===== config.mk =====
export PLATFORM = sky130hd
export DESIGN_NAME = wire_message_deframer_top
export DESIGN_NICKNAME = d
export VERILOG_FILES = /design/src/hdl/wmd_pkg.sv /design/src/hdl/wmd_front.sv /design/src/hdl/wmd_queue.sv /design/src/hdl/wire_message_deframer_top.sv
export SDC_FILE = /design/constraint.sdc
export NUM_CORES = 1
export LEC_CHECK = 0
export BUFFER_PORTS_ARGS = -buffer_cell sky130_fd_sc_hd__buf_2
export CAP_MARGIN = 20
export CORE_ASPECT_RATIO = 1.5
export CORE_MARGIN = 2
export CORE_UTILIZATION = 40
export CTS_BUF_LIST = sky130_fd_sc_hd__clkbuf_16
export CTS_CLUSTER_SIZE = 40
export DETAILED_ROUTE_END_ITERATION = 12
export PLACE_DENSITY = 0.54
export SYNTH_ARGS = -nofsm -noshare
export SYNTH_HDL_FRONTEND = slang
export SYNTH_SLANG_ARGS = --single-unit

===== constraint.sdc =====
create_clock -name clk_i -period 4 [get_ports clk_i]
set_input_delay 0 -clock clk_i [delete_from_list [all_inputs] [get_ports clk_i]]
set_output_delay 0 -clock clk_i [all_outputs]
set_load 0.01 [all_outputs]

===== src/hdl/wmd_pkg.sv =====
// Shared types and constants for the wire message deframer.
// No dependencies; used by every module of the block.
package wmd_pkg;

  // Code of one result word.
  typedef enum logic [1:0] {
    KindHeader = 2'd0,
    KindBody   = 2'd1,
    KindError  = 2'd2
  } kind_e;

  localparam logic [15:0] HeaderLen    = 16'd8;
  localparam logic [15:0] MaxSizeReset = 16'hFFFF;
  localparam int          QueueDepth   = 4;

  // Word handed from the front end to the result queue.
  typedef struct packed {
    logic  push;
    kind_e kind;
  } qword_t;

endpackage


===== src/hdl/wmd_front.sv =====
// Front end: takes stream bytes, tracks header and body position, checks sizes.
// Depends on wmd_pkg.
module wmd_front (
  input  logic           clk_i,
  input  logic           rst_ni,
  input  logic           accept_i,
  input  logic [7:0]     data_byte_i,
  input  logic           cfg_we_i,
  input  logic [15:0]    cfg_wdata_i,
  output wmd_pkg::qword_t q_o
);

  logic [15:0] max_size_q;
  logic [15:0] pos_q, pos_d;
  logic [15:0] size_q, size_d;
  logic [7:0]  hdr_lo_q, hdr_lo_d;
  logic        in_body_q, in_body_d;
  logic        failed_q, failed_d;
  logic [15:0] new_size;
  logic [15:0] pos_inc;
  logic        size_bad;

  assign new_size = {data_byte_i, hdr_lo_q};
  assign pos_inc  = pos_q + 16'd1;
  assign size_bad = (new_size < wmd_pkg::HeaderLen) || (new_size > max_size_q) ||
                    (new_size[1:0] != 2'b00);

  always_comb begin
    pos_d       = pos_q;
    size_d      = size_q;
    hdr_lo_d    = hdr_lo_q;
    in_body_d   = in_body_q;
    failed_d    = failed_q;
    q_o.push    = 1'b0;
    q_o.kind    = wmd_pkg::KindBody;
    if (accept_i && !failed_q) begin
      if (in_body_q) begin
        q_o.push = 1'b1;
        if (pos_inc >= size_q) begin
          in_body_d = 1'b0;
          pos_d     = '0;
        end else begin
          pos_d = pos_inc;
        end
      end else if (pos_q < (wmd_pkg::HeaderLen - 16'd1)) begin
        // Only header byte 6, the low size byte, is needed later.
        if (pos_q == (wmd_pkg::HeaderLen - 16'd2)) begin
          hdr_lo_d = data_byte_i;
        end
        pos_d = pos_inc;
      end else begin
        q_o.push = 1'b1;
        if (size_bad) begin
          failed_d = 1'b1;
          q_o.kind = wmd_pkg::KindError;
        end else begin
          q_o.kind = wmd_pkg::KindHeader;
          size_d   = new_size;
          hdr_lo_d = '0;
          if (new_size == wmd_pkg::HeaderLen) begin
            pos_d     = '0;
            in_body_d = 1'b0;
          end else begin
            pos_d     = wmd_pkg::HeaderLen;
            in_body_d = 1'b1;
          end
        end
      end
    end
  end

  always_ff @(posedge clk_i or negedge rst_ni) begin
    if (!rst_ni) begin
      max_size_q <= wmd_pkg::MaxSizeReset;
      pos_q      <= '0;
      size_q     <= '0;
      hdr_lo_q   <= '0;
      in_body_q  <= 1'b0;
      failed_q   <= 1'b0;
    end else begin
      if (cfg_we_i) begin
        max_size_q <= cfg_wdata_i;
      end
      pos_q     <= pos_d;
      size_q    <= size_d;
      hdr_lo_q  <= hdr_lo_d;
      in_body_q <= in_body_d;
      failed_q  <= failed_d;
    end
  end

endmodule


===== src/hdl/wmd_queue.sv =====
// Back end: a short result queue that decouples the front end from the reader.
// Depends on wmd_pkg.
module wmd_queue #(
  parameter int Depth = wmd_pkg::QueueDepth
) (
  input  logic            clk_i,
  input  logic            rst_ni,
  input  wmd_pkg::qword_t q_i,
  input  logic            pop_i,
  output logic            full_o,
  output logic            empty_o,
  output wmd_pkg::kind_e  kind_o
);

  localparam int PtrW = (Depth > 1) ? $clog2(Depth) : 1;
  localparam int CntW = $clog2(Depth + 1);
  localparam logic [PtrW-1:0] LastPtr = PtrW'(Depth - 1);
  localparam logic [CntW-1:0] FullCnt = CntW'(Depth);

  wmd_pkg::kind_e  mem_q [Depth];
  logic [PtrW-1:0] wr_ptr_q, rd_ptr_q;
  logic [CntW-1:0] count_q;
  logic            do_pop;

  assign full_o  = (count_q == FullCnt);
  assign empty_o = (count_q == '0);
  assign kind_o  = mem_q[rd_ptr_q];
  assign do_pop  = pop_i && !empty_o;

  always_ff @(posedge clk_i) begin
    if (q_i.push) begin
      mem_q[wr_ptr_q] <= q_i.kind;
    end
  end

  always_ff @(posedge clk_i or negedge rst_ni) begin
    if (!rst_ni) begin
      wr_ptr_q <= '0;
      rd_ptr_q <= '0;
      count_q  <= '0;
    end else begin
      if (q_i.push) begin
        wr_ptr_q <= (wr_ptr_q == LastPtr) ? '0 : wr_ptr_q + PtrW'(1);
      end
      if (do_pop) begin
        rd_ptr_q <= (rd_ptr_q == LastPtr) ? '0 : rd_ptr_q + PtrW'(1);
      end
      if (q_i.push && !do_pop) begin
        count_q <= count_q + CntW'(1);
      end else if (!q_i.push && do_pop) begin
        count_q <= count_q - CntW'(1);
      end
    end
  end

endmodule


===== src/hdl/wire_message_deframer_top.sv =====
// Channel   Direction  Handshake        Payload
// input     in         push / full      data_byte_i   (8 bits)
// result    out        empty / pop      result_kind_o (2 bits)
// config    in         cfg_we_i         cfg_wdata_i   (16 bits, max message size)
//
// One byte is taken per cycle while full is low; a result word that it yields
// enters the queue at that edge and can be popped in the next cycle. full is
// high while the result queue holds QueueDepth unread words; a pop in that
// cycle frees a place only from the next cycle on.
// Reset is asynchronous, active low, and clears all control state.
// Depends on wmd_pkg, wmd_front and wmd_queue.
module wire_message_deframer_top #(
  parameter int QueueDepth = wmd_pkg::QueueDepth
) (
  input  logic        clk_i,
  input  logic        rst_ni,
  input  logic        push,
  output logic        full,
  input  logic [7:0]  data_byte_i,
  output logic        empty,
  input  logic        pop,
  output logic [1:0]  result_kind_o,
  input  logic        cfg_we_i,
  input  logic [15:0] cfg_wdata_i
);

  wmd_pkg::qword_t qword;
  wmd_pkg::kind_e  kind;
  logic            accept;

  assign accept        = push && !full;
  assign result_kind_o = kind;

  wmd_front u_front (
    .clk_i       (clk_i),
    .rst_ni      (rst_ni),
    .accept_i    (accept),
    .data_byte_i (data_byte_i),
    .cfg_we_i    (cfg_we_i),
    .cfg_wdata_i (cfg_wdata_i),
    .q_o         (qword)
  );

  wmd_queue #(
    .Depth (QueueDepth)
  ) u_queue (
    .clk_i   (clk_i),
    .rst_ni  (rst_ni),
    .q_i     (qword),
    .pop_i   (pop),
    .full_o  (full),
    .empty_o (empty),
    .kind_o  (kind)
  );

endmodule

==> results.json <==
{
  "status": "complete, no violations",
  "syn_to_final_growth_pct": 20.5,
  "wl_per_cell_um": 14.6,
  "met1_length_um": 3940,
  "io_buffers": 32,
  "cp_data_required_time_ns": 4.25,
  "start_kind": "register",
  "grt_pass1_wl_um": 15100,
  "critPathMaxFanout": 8,
  "dieWidth_um": 87.8,
  "syn_area_per_cell_um2": 10.6,
  "cts_tree": "yes",
  "drc": 0,
  "vias_per_cell": 5.00,
  "crit_start": "u_front.pos_q[0]",
  "dieArea_um2": 11400,
  "hold_viol": 0,
  "worst_pin_slew_ns": 0.632,
  "wl_met2_um": 4600,
  "reg2reg_slack_ns": 0.41,
  "cts_buffer_depth": 2,
  "yosysSeqAreaShare": 0.447,
  "nFillCells": 957,
  "p_leak_uw": 0.00235,
  "whs_endpoint": "u_front.size_q[10]",
  "synth_cells": 399,
  "drive_above_1_share": 0.209,
  "gr-total-overflow": 0,
  "yosysWarnings": 0,
  "start_util": 0.414,
  "fin_tns_setup_ns": 0,
  "num_vias": 3033,
  "gp_congestion": 0.797,
  "worstPathArrival_ns": 3.84,
  "timing.hold.ws_ns": 0.00494,
  "first_global_vias": 3094,
  "power-per-cell-area_nw_per_um2": 611,
  "ys_ff_latch": 73,
  "io_pins": 33,
  "clk_pin_slew_ns": 0.06,
  "whs_path_depth": 2,
  "max_slew_margin": 0.579,
  "htreeDepth": 3,
  "cts-root-buf": "clkbuf_16",
  "antenna_found_initial": 0,
  "grt_setup_unrepaired": "no",
  "clock_latency_ns": 0.34,
  "syn_area_um2": 4220,
  "place_ws_ns": 0.461,
  "fin_nets": 530,
  "synthesis.nets": 469,
  "ff2ff_path_depth": 13,
  "drtPass1Iterations": 4,
  "hp-class": "in2reg",
  "critPathKind": "reg2reg",
  "hpwl_um": 6420,
  "ff_latch_area_um2": 1890,
  "synthArstFlopShare": 0.890,
  "maxCapViolCount": 0,
  "ant_nets": 0,
  "period_needed_ns": 3.59,
  "cts.sinks": 73,
  "postRouteWirelength_um": 8850,
  "die_height_um": 130,
  "initialDrtViolationCount": 109,
  "routed.top_layer": "met4",
  "tritoncts.num_buffers": 9,
  "rows": 45,
  "final.period_utilization": 0.897,
  "finalSetupViolCount": 0,
  "grt_max_degree": 50,
  "fp.coreArea_um2": 10200,
  "skew_ns": 0.00704,
  "fmax_ghz": 0.279,
  "hold_path.startpoint": "data_byte_i[2]",
  "r2r-start": "u_front.pos_q[0]",
  "layout_setup_ws_ns": 0.413,
  "n_antenna_cell": 0,
  "grtUsageTotal": 0.173,
  "cts_resized": 0,
  "reg2reg_to": "u_front.pos_q[12]",
  "worstSetupEndpointType": "register",
  "drv_slew": 0,
  "synth-edff-count": 8,
  "synth_ff_type": "dfrtp_1",
  "dr_wl_met3_um": 169,
  "ir_worst_vdd_mv": 0.364,
  "multiInputGateArea_um2": 2080,
  "yosysUniqueCellTypes": 57
}
-- final cells by class --
type	instances	area share
clock inverter	7	0.0172
inverter	52	0.0384
sequential	73	0.371
timing repair buffer	60	0.0847
multi-input combinational	264	0.409
clock buffer	9	0.0443
tap	141	0.0347
-- worst max-delay path by stage --
stage | endpoint | cells after the start
floorplan | u_front.pos_q[10] | 13
global placement | u_front.pos_q[10] | 13
detailed placement | u_front.pos_q[12] | 13
CTS | u_front.pos_q[12] | 13
global route | u_front.pos_q[10] | 13
finish | u_front.pos_q[12] | 13
-- routing by layer --
metal / track usage / vias up
met5: 0 / -
met4: 0.0597 / 0
met3: 0.0398 / 12
met2: 0.305 / 35
met1: 0.206 / 1460
li1: - / 1526
-- flip-flops by register name, indices dropped and copies added, names as in the netlist --
register	count
u_queue.rd_ptr_q	2
u_front.max_size_q	16
u_front.failed_q	1
u_front.in_body_q	1
u_queue.count_q	3
u_front.hdr_lo_q	8
u_front.size_q	16
u_front.pos_q	16
u_queue.mem_q	8
u_queue.wr_ptr_q	2
-- report_power, final --
| part | internal [uW] | switching [uW] |
|---|---|---|
| Combinational | 523 | 584 |
| Sequential | 950 | 190 |
| Clock | 540 | 316 |
| Total | 2010 | 1090 |
-- synthesized netlist by cell type (3+ instances only) --
cell,instances,area [um^2]
dfstp_2,16,420
ha_1,40,500
inv_1,52,195
a211oi_1,4,30.0
mux2_2,9,101
or2_2,4,25.0
nand2_1,28,105
dfrtp_1,49,1230
o2bb2ai_1,8,70.1
xnor2_1,10,87.6
and3_1,6,37.5
o211ai_1,3,22.5
nor2_1,20,75.1
nand4_1,6,37.5
xor2_1,3,26.3
mux2i_1,8,80.1
clkbuf_1,5,18.8
nor3_1,4,20.0
edfxtp_1,8,240
a21oi_1,10,50.1
o21ai_0,26,130
nor4_1,7,43.8
mux2_4,10,150
nand3_1,10,50.1
nor2b_1,3,18.8
and2_1,7,43.8
o221ai_1,5,43.8
-- what timing repair did --
item | in CTS | in global routing
setup endpoints to repair | 0 | 0
buffers inserted | 0 | 0
hold endpoints to repair | 44 | 0
hold buffers | 24 | 0
-- metrics by stage --
stage	area, um^2	cells	util	total power, uW
after floorplan	4220	399	-	1950
after CTS	5080	606	0.499	3140
after global routing	5080	606	0.499	3360
final	5080	606	0.499	3100
after global placement	4530	566	0.444	2230
after detailed placement	4530	566	0.444	2250
-- cell usage in the layout, fill, tap and decap left out, types with 16 or more instances in the layout --
master         count
inv_1             54
dfrtp_1           49
ha_1              40
buf_2             32
nand2_1           28
o21ai_0           26
dlygate4sd3_1     24
nor2_1            20
dfstp_2           16
-- logic make-up after synthesis --
kind of cell             count (synthesis)  synth area share
AND/OR/NAND/NOR                        106             0.133
AO/OA/AOI/OAI                           75             0.121
flip-flops                              73             0.447
buffers and inverters                   62            0.0593
adder cells (fa/ha/maj)                 41             0.123
multiplexers                            29            0.0893
XOR/XNOR                                13            0.0270
-- worst max-delay path, cell delays in order (launching register included) --
cell and delay (ns):
dfrtp_1 0.42, ha_1 0.27, and3_1 0.22, and3_1 0.21, and3_1 0.25, and2_1 0.19
or2_2 0.27, ha_1 0.18, a21oi_1 0.12, o211ai_1 0.09, a221oi_1 0.38, o211a_1 0.36
o21a_1 0.36, o2bb2ai_1 0.17
Power figures use the tool's default switching activity.
